### config.mk
export PLATFORM = sky130hd
export DESIGN_NAME = adc_ladder_key_decoder_top
export DESIGN_NICKNAME = d
export VERILOG_FILES = /design/src/hdl/alkd_pkg.sv /design/src/hdl/alkd_classify.sv /design/src/hdl/adc_ladder_key_decoder_top.sv
export SDC_FILE = /design/constraint.sdc
export NUM_CORES = 1
export LEC_CHECK = 0
export ABC_AREA = 1
export BUFFER_PORTS_ARGS = -buffer_cell sky130_fd_sc_hd__buf_2
export CORE_ASPECT_RATIO = 0.75
export CORE_UTILIZATION = 55
export CTS_CLUSTER_DIAMETER = 60
export CTS_CLUSTER_SIZE = 25
export DETAILED_ROUTE_END_ITERATION = 6
export PLACE_DENSITY = 0.79
export SYNTH_ARGS = -nofsm -noshare
export SYNTH_HDL_FRONTEND = slang
export SYNTH_SLANG_ARGS = --single-unit
### constraint.sdc
create_clock -name clk -period 9.3 [get_ports clk]
set_clock_uncertainty 0.05 [all_clocks]
set_input_delay 0.93 -clock clk [delete_from_list [all_inputs] [get_ports clk]]
set_output_delay 0.93 -clock clk [all_outputs]
set_load 0.05 [all_outputs]
### src/hdl/alkd_pkg.sv
package alkd_pkg;

  // Width of every threshold register.
  localparam int unsigned CFG_W = 13;
  localparam int unsigned CFG_IDX_W = 3;

  typedef enum logic [CFG_IDX_W-1:0] {
    REG_S1_LO   = 3'd0,
    REG_S1_HI   = 3'd1,
    REG_S2_LO   = 3'd2,
    REG_S2_HI   = 3'd3,
    REG_S3_LO   = 3'd4,
    REG_S3_HI   = 3'd5,
    REG_RELEASE = 3'd6
  } cfg_idx_t;

  localparam logic [CFG_W-1:0] RST_S1_LO   = 13'd455;
  localparam logic [CFG_W-1:0] RST_S1_HI   = 13'd683;
  localparam logic [CFG_W-1:0] RST_S2_LO   = 13'd910;
  localparam logic [CFG_W-1:0] RST_S2_HI   = 13'd1252;
  localparam logic [CFG_W-1:0] RST_S3_LO   = 13'd11;
  localparam logic [CFG_W-1:0] RST_S3_HI   = 13'd342;
  localparam logic [CFG_W-1:0] RST_RELEASE = 13'd3413;

  typedef enum logic [1:0] {
    KEY_NONE = 2'd0,
    KEY_S1   = 2'd1,
    KEY_S2   = 2'd2,
    KEY_S3   = 2'd3
  } key_t;

  typedef struct packed {
    logic [CFG_W-1:0] s1_lo;
    logic [CFG_W-1:0] s1_hi;
    logic [CFG_W-1:0] s2_lo;
    logic [CFG_W-1:0] s2_hi;
    logic [CFG_W-1:0] s3_lo;
    logic [CFG_W-1:0] s3_hi;
    logic [CFG_W-1:0] release_lvl;
  } cfg_t;

  typedef struct packed {
    key_t key;
    logic held;
  } decision_t;

endpackage

### src/hdl/alkd_classify.sv
module alkd_classify #(
  parameter int unsigned SAMPLE_BITS = 12
) (
  input  logic [SAMPLE_BITS-1:0] burst_max,
  input  logic [SAMPLE_BITS-1:0] burst_min,
  input  alkd_pkg::cfg_t         cfg,
  input  logic                   latch_in,
  output alkd_pkg::decision_t    decision
);
  import alkd_pkg::*;

  localparam int unsigned CMP_W = (SAMPLE_BITS + 1 > CFG_W) ? SAMPLE_BITS + 1 : CFG_W;

  logic [CMP_W-1:0] sum;
  logic             hit1, hit2, hit3, above_release;
  key_t             hit;

  assign sum = CMP_W'(burst_max) + CMP_W'(burst_min);

  assign hit1 = (sum > CMP_W'(cfg.s1_lo)) && (sum < CMP_W'(cfg.s1_hi));
  assign hit2 = (sum > CMP_W'(cfg.s2_lo)) && (sum < CMP_W'(cfg.s2_hi));
  assign hit3 = (sum > CMP_W'(cfg.s3_lo)) && (sum < CMP_W'(cfg.s3_hi));
  assign above_release = sum > CMP_W'(cfg.release_lvl);

  always_comb begin
    if (hit1) begin
      hit = KEY_S1;
    end else if (hit2) begin
      hit = KEY_S2;
    end else if (hit3) begin
      hit = KEY_S3;
    end else begin
      hit = KEY_NONE;
    end
  end

  // A window hit reports only on a fresh press; the release test applies only
  // when no window matched.
  always_comb begin
    decision.key  = KEY_NONE;
    decision.held = latch_in;
    if (hit != KEY_NONE) begin
      decision.held = 1'b1;
      if (!latch_in) begin
        decision.key = hit;
      end
    end else if (above_release) begin
      decision.held = 1'b0;
    end
  end

endmodule

### src/hdl/adc_ladder_key_decoder_top.sv
// A result enters the output register when the request that ends a burst (or
// carries a read error) leaves the input register. One sample request per
// cycle, set by the single processing stage between the input register and
// the output register; a burst end or read error waits while the slot is full.
// Reset (synchronous, active low) clears the burst, the press latch and both
// valid flags, and loads the threshold registers with their default values.
module adc_ladder_key_decoder_top #(
  parameter int unsigned BURST_LEN   = 64,
  parameter int unsigned SAMPLE_BITS = 12
) (
  input  logic                                 clk,
  input  logic                                 rst_n,
  input  logic                                 in_tvalid,
  output logic                                 in_tready,
  // sample in the low SAMPLE_BITS bits, zero fill above
  input  logic [((SAMPLE_BITS+7)/8)*8-1:0]     in_tdata,
  // bit 0: read_error
  input  logic [0:0]                           in_tuser,
  output logic                                 out_tvalid,
  input  logic                                 out_tready,
  // bits 1:0 key_event, bit 2 key_held, bits 7:3 zero
  output logic [7:0]                           out_tdata,
  input  logic                                 cfg_wr_en,
  input  logic [alkd_pkg::CFG_IDX_W-1:0]       cfg_addr,
  input  logic [alkd_pkg::CFG_W-1:0]           cfg_wdata
);
  import alkd_pkg::*;

  localparam int unsigned CNT_W = (BURST_LEN > 1) ? $clog2(BURST_LEN) : 1;
  localparam logic [CNT_W-1:0] CNT_LAST = CNT_W'(BURST_LEN - 1);

  cfg_t                   cfg_r;
  logic                   in_vld_r;
  logic [SAMPLE_BITS-1:0] smp_r;
  logic                   err_r;
  logic [CNT_W-1:0]       cnt_r, cnt_nxt;
  logic [SAMPLE_BITS-1:0] max_r, max_nxt, min_r, min_nxt;
  logic                   latch_r, latch_nxt;
  logic                   out_vld_r, out_vld_nxt;
  key_t                   key_r, key_nxt;
  logic                   held_r, held_nxt;
  logic [SAMPLE_BITS-1:0] upd_max, upd_min;
  logic                   last, produces, out_free, advance, load_out;
  decision_t              decision;

  // Configuration writes.
  always_ff @(posedge clk) begin
    if (!rst_n) begin
      cfg_r.s1_lo       <= RST_S1_LO;
      cfg_r.s1_hi       <= RST_S1_HI;
      cfg_r.s2_lo       <= RST_S2_LO;
      cfg_r.s2_hi       <= RST_S2_HI;
      cfg_r.s3_lo       <= RST_S3_LO;
      cfg_r.s3_hi       <= RST_S3_HI;
      cfg_r.release_lvl <= RST_RELEASE;
    end else if (cfg_wr_en) begin
      case (cfg_addr)
        REG_S1_LO:   cfg_r.s1_lo       <= cfg_wdata;
        REG_S1_HI:   cfg_r.s1_hi       <= cfg_wdata;
        REG_S2_LO:   cfg_r.s2_lo       <= cfg_wdata;
        REG_S2_HI:   cfg_r.s2_hi       <= cfg_wdata;
        REG_S3_LO:   cfg_r.s3_lo       <= cfg_wdata;
        REG_S3_HI:   cfg_r.s3_hi       <= cfg_wdata;
        REG_RELEASE: cfg_r.release_lvl <= cfg_wdata;
        default: begin
        end
      endcase
    end
  end

  // The input register drains unless its request needs the output slot and
  // that slot is still occupied.
  assign last      = (cnt_r == CNT_LAST);
  assign produces  = err_r || last;
  assign out_free  = !out_vld_r || out_tready;
  assign advance   = in_vld_r && (!produces || out_free);
  assign load_out  = advance && produces;
  assign in_tready = !in_vld_r || advance;

  always_ff @(posedge clk) begin
    if (!rst_n) begin
      in_vld_r <= 1'b0;
    end else if (in_tready) begin
      in_vld_r <= in_tvalid;
    end
  end

  always_ff @(posedge clk) begin
    if (in_tready && in_tvalid) begin
      smp_r <= in_tdata[SAMPLE_BITS-1:0];
      err_r <= in_tuser[0];
    end
  end

  assign upd_max = (smp_r > max_r) ? smp_r : max_r;
  assign upd_min = (smp_r < min_r) ? smp_r : min_r;

  alkd_classify #(
    .SAMPLE_BITS (SAMPLE_BITS)
  ) u_classify (
    .burst_max (upd_max),
    .burst_min (upd_min),
    .cfg       (cfg_r),
    .latch_in  (latch_r),
    .decision  (decision)
  );

  always_comb begin
    cnt_nxt   = cnt_r;
    max_nxt   = max_r;
    min_nxt   = min_r;
    latch_nxt = latch_r;
    key_nxt   = key_r;
    held_nxt  = held_r;
    if (advance) begin
      if (err_r) begin
        cnt_nxt  = '0;
        max_nxt  = '0;
        min_nxt  = '1;
        key_nxt  = KEY_NONE;
        held_nxt = latch_r;
      end else if (last) begin
        cnt_nxt   = '0;
        max_nxt   = '0;
        min_nxt   = '1;
        latch_nxt = decision.held;
        key_nxt   = decision.key;
        held_nxt  = decision.held;
      end else begin
        cnt_nxt = cnt_r + 1'b1;
        max_nxt = upd_max;
        min_nxt = upd_min;
      end
    end
  end

  always_comb begin
    if (load_out) begin
      out_vld_nxt = 1'b1;
    end else if (out_tready) begin
      out_vld_nxt = 1'b0;
    end else begin
      out_vld_nxt = out_vld_r;
    end
  end

  always_ff @(posedge clk) begin
    if (!rst_n) begin
      cnt_r     <= '0;
      max_r     <= '0;
      min_r     <= '1;
      latch_r   <= 1'b0;
      out_vld_r <= 1'b0;
    end else begin
      cnt_r     <= cnt_nxt;
      max_r     <= max_nxt;
      min_r     <= min_nxt;
      latch_r   <= latch_nxt;
      out_vld_r <= out_vld_nxt;
    end
  end

  always_ff @(posedge clk) begin
    key_r  <= key_nxt;
    held_r <= held_nxt;
  end

  assign out_tvalid = out_vld_r;
  assign out_tdata  = {5'b0, held_r, key_r};

`ifndef SYNTHESIS
  // A reported key always leaves the press latch set.
  a_key_sets_held: assert property (@(posedge clk) disable iff (!rst_n)
    out_vld_r && (key_r != KEY_NONE) |-> held_r)
    else $error("key event reported without held flag");

  // The latch only rises when a key event is loaded into the output.
  a_latch_rise: assert property (@(posedge clk) disable iff (!rst_n)
    $rose(latch_r) |-> out_vld_r && (key_r != KEY_NONE))
    else $error("press latch set without a key event");

  // A burst end or a read error restarts the sample count.
  a_burst_restart: assert property (@(posedge clk) disable iff (!rst_n)
    load_out |=> (cnt_r == '0))
    else $error("sample count not cleared after burst end");

  // Within a running burst the minimum never exceeds the maximum.
  a_min_le_max: assert property (@(posedge clk) disable iff (!rst_n)
    (cnt_r != '0) |-> (min_r <= max_r))
    else $error("burst minimum above burst maximum");
`endif

endmodule
==> results of run 1 <==
[cells by family (layout without fill, tap and decap cells)]
group                      Yosys count  after routing  share of synthesized area
AOI/OAI and AO/OA                  259            259                      0.162
xor gates and xnor gates            10             10                    0.00993
adders and majority gates          126            126                      0.180
buffers and inverters              232            262                      0.107
DFF                                140            140                      0.336
other                                1              5                   0.000425
and+or+nand+nor                    417            417                      0.205
[stage by stage]
stage / instances / area [um^2] / worst slack, ns / hold slack, ns / power (W)
floorplan: 1189 / 8830 / 4.92 / 0.379 / 0.00125
global placement: 1393 / 9080 / 3.35 / 0.389 / 0.00140
detailed placement: 1393 / 9080 / 3.20 / 0.394 / 0.00144
CTS: 1424 / 9710 / 3.16 / 0.409 / 0.00216
global route: 1424 / 9710 / 2.50 / 0.430 / 0.00232
finish: 1424 / 9710 / 3.08 / 0.407 / 0.00215
[registers in the layout, summed over array words and instances (netlist names), 2 cells and up]
name   count
cfg_r     91
max_r     12
smp_r     12
cnt_r      6
min_r     12
key_r      2
[worst paths after layout]
path | start | end | slack, ns | cells past startpoint
max | smp_r[11] | held_r | 3.08 | 28
min | cfg_r[65] | cfg_r[65] | 0.41 | 2
max reg2reg | smp_r[11] | held_r | 3.08 | 28
min reg2reg | cfg_r[65] | cfg_r[65] | 0.41 | 2
[Yosys cell counts]
master | number | area [um^2]
sky130_fd_sc_hd__ha_1 | 125 | 1560
sky130_fd_sc_hd__and3_1 | 1 | 6.26
sky130_fd_sc_hd__buf_2 | 6 | 30.0
sky130_fd_sc_hd__buf_6 | 3 | 33.8
sky130_fd_sc_hd__a21oi_1 | 131 | 656
sky130_fd_sc_hd__xor2_1 | 4 | 35.0
sky130_fd_sc_hd__nand3b_1 | 1 | 7.51
sky130_fd_sc_hd__nand4_1 | 9 | 56.3
sky130_fd_sc_hd__nand2_1 | 226 | 848
sky130_fd_sc_hd__fa_1 | 1 | 20.0
sky130_fd_sc_hd__o211ai_1 | 30 | 225
sky130_fd_sc_hd__nand3_2 | 2 | 20.0
sky130_fd_sc_hd__o21a_1 | 2 | 15.0
sky130_fd_sc_hd__a211oi_1 | 1 | 7.51
sky130_fd_sc_hd__and2_1 | 25 | 156
sky130_fd_sc_hd__clkbuf_1 | 27 | 101
sky130_fd_sc_hd__o21ai_0 | 81 | 405
sky130_fd_sc_hd__buf_4 | 7 | 52.6
sky130_fd_sc_hd__nor2_2 | 1 | 6.26
sky130_fd_sc_hd__nand2_2 | 1 | 6.26
sky130_fd_sc_hd__nor2_1 | 64 | 240
sky130_fd_sc_hd__o31ai_1 | 1 | 7.51
sky130_fd_sc_hd__inv_1 | 187 | 702
sky130_fd_sc_hd__nand3_1 | 74 | 370
sky130_fd_sc_hd__o21bai_1 | 2 | 15.0
sky130_fd_sc_hd__a21o_1 | 2 | 15.0
sky130_fd_sc_hd__buf_8 | 1 | 15.0
sky130_fd_sc_hd__nand2_4 | 4 | 45.0
sky130_fd_sc_hd__edfxtp_1 | 16 | 480
sky130_fd_sc_hd__conb_1 | 1 | 3.75
sky130_fd_sc_hd__a211oi_2 | 1 | 12.5
sky130_fd_sc_hd__a21oi_2 | 8 | 70.1
sky130_fd_sc_hd__dfxtp_1 | 124 | 2480
sky130_fd_sc_hd__xnor2_1 | 6 | 52.6
sky130_fd_sc_hd__inv_4 | 1 | 6.26
sky130_fd_sc_hd__nor3_1 | 9 | 45.0
[cell type report]
type / count / area (um^2) / share of cell area
Clock buffer: 23 / 520 / 0.0536
Clock inverter: 8 / 104 / 0.0107
Inverter: 188 / 708 / 0.0730
Multi-Input combinational cell: 817 / 4930 / 0.508
Sequential cell: 140 / 2960 / 0.305
Tap cell: 205 / 256 / 0.0264
Timing Repair Buffer: 43 / 228 / 0.0235
[where the power goes]
group          switching [W]  internal [W]
combinational       0.000504      0.000287
clock               0.000266      0.000447
sequential         0.0000110      0.000639
[critical path: cells and delay by family, from the launching register on]
| family | cells | cell delay (ns) |
|---|---|---|
| buffers and inverters | 1 | 0.05 |
| AND/OR/NAND/NOR | 19 | 2.99 |
| AO/OA/AOI/OAI | 3 | 0.46 |
| XOR/XNOR | 1 | 0.61 |
| flip-flops | 1 | 0.43 |
| adder cells (fa/ha/maj) | 4 | 1.36 |
[per-layer routing]
metal  global-route usage  share of wire  vias up
met5                    0              0        -
met4               0.0632          0.012        0
met3               0.0512          0.057       21
met2                0.406           0.43      198
met1                0.378           0.50     3479
li1                     -              -     3941
==> summary.txt, run 1 <==
Status
  – Run status: finished clean

Clock network
  – Clock Pin Slew Worst Setup and Hold Paths: 0.06 ns
  – Buffers from clock root to sink, at most: 2
  – Post-CTS Resized: 0
  – TritonCTS sink count: 140
  – H-tree Lvls: 4
  – Cts bufs inserted: 17
  – Number of setup buffers added after CTS: 0
  – Count of hold-fix buffers inserted at cts: 0
  – CTS Root Buffer Type: sky130_fd_sc_hd__clkbuf_16
  – Clock latency on the worst-skew pair: 0.42 ns
  – CTS tree: yes

Synth
  – Unique masters post-synth: 36
  – Per-instance average area after synthesis: 7.44 um^2
  – Number of synthesis warnings: 0
  – Share of the yosys chip area belonging to registers: 0.336
  – Netlist area before placement: 8820 um^2
  – Synth Instances: 1185
  – Flop and latch count out of synthesis: 140

Finish
  – Share of final-layout standard cells stronger than drive strength 1: 0.0747
  – Most frequent cells in the layout: 226 x sky130_fd_sc_hd__nand2_1, 187 x sky130_fd_sc_hd__inv_1, 131 x sky130_fd_sc_hd__a21oi_1, 125 x sky130_fd_sc_hd__ha_1, 124 x sky130_fd_sc_hd__dfxtp_1
  – Final Util: 0.630
  – Leading cell type in the layout, fill and taps excluded: sky130_fd_sc_hd__nand2_1
  – Layout-stage area growth over the synthesis result: 10.1%
  – Antenna fix cells: 0
  – Post-layout net count: 1371
  – Filler cell count: 1332

Timing
  – Final critical delay including setup and external delays: 6.22 ns
  – Transition time at the pin with the least slew margin: 1.07 ns
  – Final hold vios: 0
  – Fraction of the cycle the final worst path needs: 0.668
  – Total negative slack for setup checks: 0 ns
  – RSZ-0062 raised after global routing: no
  – Achievable clock frequency: 0.161 GHz
  – Final setup violation count: 0
  – Relative slew margins: 0.285
  – Count of pins over their slew limit: 0

Routing
  – Via count normalized by instance count: 5.36
  – First-pass detailed-route iteration total: 7
  – Sum of routed wire length over all layers: 20100 um
  – Starting DRC count in detailed routing: 576
  – Via Count: 7639
  – Antenna violation net count after detailed routing: 0
  – DRC Markers: 0
  – Post-DR wirelength/cell: 14.1 um

Global route
  – Global routing usage summed across all routing layers: 0.264
  – Global-route wire length before repair: 34800 um
  – Pin count of the biggest net entering global routing: 91
  – Vias in the first global route: 7250
  – Initial antenna violation count: 0
  – Residual overflow from global routing: 0

Setup path
  – Critical path startpoint category: flop
  – Stage delay of the slowest cell on the critical path: 0.61 ns
  – CP max stage cell: sky130_fd_sc_hd__nand2_1
  – Start-to-end type of the worst setup path: flop to flop
  – Data required time of the critical path: 9.43 ns
  – Dominant cell type by count on the critical path: sky130_fd_sc_hd__nand2_1
  – Maximum fanout along the worst path: 13
  – Critical path endpoint category: flop
  – CP Data Arrival Time: 6.35 ns

Floorplan
  – Total I/O pin count: 48
  – Overall die width: 148 um
  – Starting utilization of the core area: 0.572
  – Floorplan Core Area: 15400 um^2
  – Die span in y: 112 um
  – Number of standard-cell rows in the floorplan: 39
  – Total die area: 16500 um^2

Flow run
  – Max-cap check violation count: 0

Min path
  – Hold/Removal Path Class: flop to flop

Power
  – Leakage: 4.61 nW
  – Cell Pwr Density: 222 nW/um^2
  – IR Drop Worst-Case VDD: 0.000169 V

Placement
  – HPWL reported at the end of detailed placement: 14500 um
  – Total of buffers placed on input and output ports: 38
  – GP Congestion: 0.847
Power figures use the tool's default switching activity.
==> run 2, diff against run 1 <==
Clock period 9.3 ns to 6.21 ns, I/O delays scaled along.
==> run 2 against run 1 <==
Compared with the run above:
- global-route usage is 0.34 points lower
- sequential power increased by 50%
- setup slack got worse by 2.4 ns
- final cell count rose by 0.56%
- fmax is 13% higher
- routed wire length grew 0.18%
- clock-buffer cell count shrank 3
- register-to-register slack worse by 2.4 ns
- core utilization about the same
- die area stayed put
- non-clock buffer count rose by 7
- first-iteration DRC count up 2.3%
==> summary.txt, run 2 (synthesized netlist as in run 1, its figures left out) <==
Timing
  – Final setup violation count: 0 (unchanged)
  – RSZ-0062 raised after global routing: no
  – Final hold vios: 0 (unchanged)
  – Achievable clock frequency: 0.182 GHz (+13%)
  – Worst hold margin: 0.308 ns (-0.0987 ns)
  – Transition time at the pin with the least slew margin: 1.11 ns (+0.0439 ns)
  – Fraction of the cycle the final worst path needs: 0.887 (+0.219)
  – Relative slew margins: 0.255 (-0.0294)
  – Count of pins over their slew limit: 0 (unchanged)
  – Final critical delay including setup and external delays: 5.51 ns (-0.708 ns)
  – Total negative slack for setup checks: 0 ns (unchanged)

Setup path
  – Maximum fanout along the worst path: 7 (-6)
  – Critical path startpoint category: flop
  – Critical path endpoint category: flop
  – Stage delay of the slowest cell on the critical path: 0.43 ns (-0.18 ns)
  – Data required time of the critical path: 6.35 ns (-3.08 ns)
  – CP max stage cell: sky130_fd_sc_hd__edfxtp_1
  – Dominant cell type by count on the critical path: sky130_fd_sc_hd__nand2_1
  – CP Data Arrival Time: 5.65 ns (-0.70 ns)
  – Start-to-end type of the worst setup path: flop to flop

Clock network
  – Clock latency on the worst-skew pair: 0.44 ns (+0.02 ns)
  – Post-CTS Resized: 0 (unchanged)
  – Number of setup buffers added after CTS: 0 (unchanged)
  – Buffers from clock root to sink, at most: 2 (unchanged)
  – CTS Root Buffer Type: sky130_fd_sc_hd__clkbuf_16
  – Cts bufs inserted: 17 (unchanged)
  – TritonCTS sink count: 140 (unchanged)
  – Count of hold-fix buffers inserted at cts: 0 (unchanged)
  – CTS tree: yes
  – Clock Pin Slew Worst Setup and Hold Paths: 0.06 ns (about the same)
  – H-tree Lvls: 4 (unchanged)

Finish
  – Final Util: 0.630 (about the same)
  – Most frequent cells in the layout: 226 x sky130_fd_sc_hd__nand2_1, 187 x sky130_fd_sc_hd__inv_1, 131 x sky130_fd_sc_hd__a21oi_1, 125 x sky130_fd_sc_hd__ha_1, 124 x sky130_fd_sc_hd__dfxtp_1
  – Share of final-layout standard cells stronger than drive strength 1: 0.0807 (+0.00603)
  – Largest register by flop count: cfg_r
  – Final cell count without fillers: 1432 (+0.56%)
  – Post-route standard cell area excluding fillers: 9710 um^2 (about the same)
  – Flip-flop count of the largest register, all copies and words added: 91 (unchanged)
  – Antenna fix cells: 0 (unchanged)
  – Layout-stage area growth over the synthesis result: 10.1% (about the same)
  – Leading cell type in the layout, fill and taps excluded: sky130_fd_sc_hd__nand2_1
  – Post-layout net count: 1378 (+0.51%)

Placement
  – Total of buffers placed on input and output ports: 38 (unchanged)
  – Placed Instances: 1400 (+0.50%)
  – HPWL reported at the end of detailed placement: 14200 um (-2.1%)
  – GP Congestion: 0.854 (+0.80%)
  – Cell area reported after detailed placement: 9140 um^2 (+0.58%)

Power
  – Net Switching: 0.00120 W (+54%)
  – Leakage: 4.63 nW (+0.31%)
  – Cell Pwr Density: 330 nW/um^2 (+49%)
  – Share of power burned in the clock network: 0.313 (-0.018)
  – Comb power frac: 0.383 (+0.016)
  – Switching Share: 0.375 (+0.0127)
  – Part of the total power dissipated in sequential elements: 0.304 (+0.002)
  – IR Drop Worst-Case VDD: 0.000271 V (+61%)
  – Internal Pwr Total: 0.00200 W (+46%)

Routing
  – First-pass detailed-route iteration total: 5 (-2)
  – Starting DRC count in detailed routing: 589 (+2.3%)
  – Via Count: 7712 (+0.96%)
  – Post-DR wirelength/cell: 14.1 um (-0.38%)
  – DRC Markers: 0 (unchanged)
  – Via count normalized by instance count: 5.39 (+0.39%)
  – Antenna violation net count after detailed routing: 0 (unchanged)
  – Sum of routed wire length over all layers: 20200 um (+0.18%)

Global route
  – Global routing usage summed across all routing layers: 0.260 (-0.00339)
  – Pin count of the biggest net entering global routing: 91 (unchanged)
  – Initial antenna violation count: 0 (unchanged)
  – Residual overflow from global routing: 0 (unchanged)
  – Vias in the first global route: 7154 (-1.3%)
  – Global-route wire length before repair: 34000 um (-2.4%)

Floorplan
  – Number of standard-cell rows in the floorplan: 39 (unchanged)
  – Total I/O pin count: 48 (unchanged)
  – Starting utilization of the core area: 0.572 (unchanged)
  – Total die area: 16500 um^2 (unchanged)
  – Die span in y: 112 um (unchanged)
  – Floorplan Core Area: 15400 um^2 (unchanged)
  – Overall die width: 148 um (unchanged)

Status
  – Run status: finished clean

Flow run
  – Max-cap check violation count: 0 (unchanged)

Min path
  – Hold/Removal Path Class: input pin to flop
==> run 2: worst paths after layout <==
check               start         to  slack (ns)  cells past startpoint
min          in_tdata[11]  smp_r[11]        0.31                      1
min reg2reg     cfg_r[24]  cfg_r[24]        0.41                      2
max              smp_r[3]     held_r        0.70                     29
max reg2reg      smp_r[3]     held_r        0.70                     29
==> run 2: worst max-delay path, delay by kind of cell, from the launching register on <==
family	cells	cell delay [ns]
AO/OA/AOI/OAI	2	0.51
adder cells (fa/ha/maj)	4	1.34
AND/OR/NAND/NOR	22	2.71
flip-flops	1	0.43
buffers and inverters	1	0.21
==> run 2: routing by layer <==
| layer | routed length (um) | global-route usage | up-vias |
|---|---|---|---|
| li1 | - | - | 3953 |
| met5 | 0 | 0 | - |
| met2 | 8630 | 0.398 | 211 |
| met1 | 10100 | 0.368 | 3523 |
| met3 | 1180 | 0.0500 | 25 |
| met4 | 291 | 0.0832 | 0 |
==> run 2: power by group through the flow <==
stage	Clock, W	Sequential [W]	Combinational, W
floorplan	0	0.000993	0.000872
global placement	0	0.000991	0.00115
detailed placement	0	0.000992	0.00119
CTS	0.00101	0.000973	0.00122
global route	0.00105	0.000977	0.00141
finish	0.00100	0.000973	0.00123
==> run 2: metrics by stage <==
step	worst slack, ns	total power (W)
after detailed placement	0.897	0.00218
final	0.701	0.00320
after global placement	0.962	0.00214
after global routing	0.218	0.00344
after floorplan	1.83	0.00186
after CTS	0.807	0.00320
==> run 2: area by class of cell <==
class	instances	area, um^2
Clock inverter	12	108
Timing Repair Buffer	50	280
Multi-Input combinational cell	817	4930
Sequential cell	140	2960
Inverter	188	708
Fill cell	1343	5710
Tap cell	205	256
Clock buffer	20	468
==> run 3, diff against run 2 <==
Settings changed: CORE_UTILIZATION 55 to 45, PLACE_DENSITY 0.79 to 0.68.
==> run 3 against run 2 <==
Compared with the run above:
- register-to-register slack got worse by 0.05 ns
- setup slack got worse by 0.045 ns
- highest routed layer unchanged
- clock-buffer cell count increased by 1
- worst hold slack improved by 0.0076 ns
- largest cell class unchanged
- global-route usage decreased by 4.4 points
- sequential share of layout area decreased by 0.27 points
- critical endpoint unchanged
- die area increased by 22%
==> summary.txt, run 3 (synthesized netlist as in run 1, its figures left out) <==
Floorplan
  – Total I/O pin count: 48 (unchanged)
  – Overall die width: 164 um (+10%)
  – Total die area: 20200 um^2 (+22%)
  – Die span in y: 123 um (+10%)
  – Floorplan Core Area: 18800 um^2 (+22%)
  – Number of standard-cell rows in the floorplan: 43 (+10%)
  – Starting utilization of the core area: 0.468 (-0.104)

Status
  – Run status: finished clean

Setup path
  – Capture instance of the worst register-to-register path: held_r
  – CP Data Arrival Time: 5.69 ns (+0.04 ns)
  – Critical path endpoint category: flop
  – Worst reg-to-reg path cell count: 26 (-10%)
  – Critical path startpoint category: flop
  – Start-to-end type of the worst setup path: flop to flop
  – Maximum fanout along the worst path: 13 (+6)
  – Register-to-register setup slack: 0.66 ns (-0.05 ns)
  – Reg-to-Reg Start: smp_r[7]
  – Data required time of the critical path: 6.34 ns (about the same)

Min path
  – Count of cells along the worst hold path: 1 (unchanged)
  – End point of the worst hold path: smp_r[10]
  – Hold/Removal Path Class: input pin to flop
  – Startpoint of the lowest-slack hold path: in_tdata[10]

Timing
  – Achievable clock frequency: 0.180 GHz (-0.82%)
  – Fraction of the cycle the final worst path needs: 0.894 (+0.00730)
  – Total negative slack for setup checks: 0 ns (unchanged)
  – RSZ-0062 raised after global routing: no
  – Final critical delay including setup and external delays: 5.55 ns (+0.0454 ns)
  – Final setup violation count: 0 (unchanged)
  – Final hold vios: 0 (unchanged)
  – Relative slew margins: 0.267 (+0.0120)
  – Transition time at the pin with the least slew margin: 1.10 ns (-0.0179 ns)
  – Count of pins over their slew limit: 0 (unchanged)

Global route
  – Initial antenna violation count: 0 (unchanged)
  – Global-route wire length before repair: 34200 um (+0.81%)
  – Global routing usage summed across all routing layers: 0.217 (-0.0436)
  – Vias in the first global route: 6890 (-3.7%)
  – Residual overflow from global routing: 0 (unchanged)
  – Pin count of the biggest net entering global routing: 91 (unchanged)

Finish
  – Final Util: 0.520 (-0.109)
  – Flip-flop count of the largest register, all copies and words added: 91 (unchanged)
  – Largest register by flop count: cfg_r
  – Post-layout net count: 1380 (+0.15%)
  – Antenna fix cells: 0 (unchanged)
  – Most frequent cells in the layout: 226 x sky130_fd_sc_hd__nand2_1, 187 x sky130_fd_sc_hd__inv_1, 131 x sky130_fd_sc_hd__a21oi_1, 125 x sky130_fd_sc_hd__ha_1, 124 x sky130_fd_sc_hd__dfxtp_1
  – Share of final-layout standard cells stronger than drive strength 1: 0.0822 (+0.00150)
  – Leading cell type in the layout, fill and taps excluded: sky130_fd_sc_hd__nand2_1
  – Layout-stage area growth over the synthesis result: 11.1%
  – Post-route standard cell area excluding fillers: 9800 um^2 (+0.90%)

Clock network
  – TritonCTS sink count: 140 (unchanged)
  – CTS Root Buffer Type: sky130_fd_sc_hd__clkbuf_16
  – Buffers from clock root to sink, at most: 2 (unchanged)
  – H-tree Lvls: 4 (unchanged)
  – Post-CTS Resized: 0 (unchanged)
  – Count of hold-fix buffers inserted at cts: 0 (unchanged)
  – Number of setup buffers added after CTS: 0 (unchanged)
  – Clock Pin Slew Worst Setup and Hold Paths: 0.06 ns (about the same)
  – CTS tree: yes
  – Cts bufs inserted: 17 (unchanged)
  – Clock latency on the worst-skew pair: 0.43 ns (about the same)

Placement
  – GP Congestion: 0.830 (-2.8%)
  – Total of buffers placed on input and output ports: 38 (unchanged)
  – Cell area reported after detailed placement: 9200 um^2 (+0.74%)
  – HPWL reported at the end of detailed placement: 14900 um (+4.7%)

Routing
  – First-pass detailed-route iteration total: 6 (+1)
  – Antenna violation net count after detailed routing: 0 (unchanged)
  – Starting DRC count in detailed routing: 568 (-3.6%)
  – DRC Markers: 0 (unchanged)
  – Via Count: 7562 (-1.9%)
  – Via count normalized by instance count: 5.12 (-4.9%)
  – Post-DR wirelength/cell: 13.9 um (-1.6%)
  – Sum of routed wire length over all layers: 20500 um (+1.4%)

Power
  – IR Drop Worst-Case VDD: 0.000209 V (-23%)
  – Leakage: 4.64 nW (+0.39%)
  – Cell Pwr Density: 330 nW/um^2 (about the same)

Flow run
  – Max-cap check violation count: 0 (unchanged)
## run 3: final cells by class
| type | instances | area (um^2) |
|---|---|---|
| clock buffers | 21 | 493 |
| clock inverters | 11 | 103 |
| fillers | 1806 | 9030 |
| inverters | 188 | 708 |
| multi-input cells | 817 | 4930 |
| flip-flops and latches | 140 | 2960 |
| well taps | 247 | 309 |
| repair buffers | 52 | 295 |
## run 3: critical path: stages (launching register included)
cell	delay [ns]
sky130_fd_sc_hd__edfxtp_1	0.44
sky130_fd_sc_hd__ha_1	0.36
sky130_fd_sc_hd__nand4_1	0.14
sky130_fd_sc_hd__nor3_1	0.17
sky130_fd_sc_hd__nand2_1	0.32
sky130_fd_sc_hd__nand2_1	0.28
sky130_fd_sc_hd__buf_4	0.21
sky130_fd_sc_hd__nand2_1	0.07
sky130_fd_sc_hd__and2_1	0.14
sky130_fd_sc_hd__ha_1	0.34
sky130_fd_sc_hd__nand3_1	0.08
sky130_fd_sc_hd__and2_1	0.20
sky130_fd_sc_hd__nor3_1	0.16
sky130_fd_sc_hd__nor2_1	0.09
sky130_fd_sc_hd__o21ai_0	0.30
sky130_fd_sc_hd__xor2_1	0.56
sky130_fd_sc_hd__ha_1	0.37
sky130_fd_sc_hd__a21oi_1	0.13
sky130_fd_sc_hd__o21ai_0	0.12
sky130_fd_sc_hd__nor2_1	0.13
sky130_fd_sc_hd__nand2_1	0.06
sky130_fd_sc_hd__nand2_1	0.12
sky130_fd_sc_hd__nand2_1	0.15
sky130_fd_sc_hd__nor2_1	0.16
sky130_fd_sc_hd__nand2_1	0.07
sky130_fd_sc_hd__nand2_1	0.05
sky130_fd_sc_hd__nand2_1	0.05
## run 3: worst max path at each step
stage               cells after the start      start     end  slack [ns]
global route                           28   smp_r[7]  held_r        0.17
detailed placement                     26   smp_r[7]  held_r        0.78
global placement                       26   smp_r[7]  held_r        0.85
floorplan                              27  smp_r[11]  held_r        1.83
finish                                 26   smp_r[7]  held_r        0.66
CTS                                    26   smp_r[7]  held_r        0.77
## run 3: metrics by stage
| stage | cells | setup WS, ns | hold WS, ns | total power [W] |
|---|---|---|---|---|
| final | 1476 | 0.656 | 0.315 | 0.00323 |
| after global routing | 1476 | 0.166 | 0.305 | 0.00348 |
| after CTS | 1476 | 0.773 | 0.306 | 0.00324 |
| after detailed placement | 1444 | 0.784 | 0.395 | 0.00219 |
| after global placement | 1444 | 0.845 | 0.392 | 0.00216 |
| after floorplan | 1189 | 1.83 | 0.379 | 0.00186 |
## run 3: where the power goes
part	switching, W	internal (W)
registers	0.0000160	0.000956
logic	0.000769	0.000455
clock network	0.000424	0.000613
total	0.00121	0.00202
## run 3: layer usage
layer,track usage,routed length [um],up-vias,share of wire
met4,0.0590,225,0,0.011
met5,0,0,-,0
met2,0.317,8380,148,0.41
met3,0.0389,944,21,0.046
met1,0.323,10900,3434,0.53
li1,-,-,3959,-
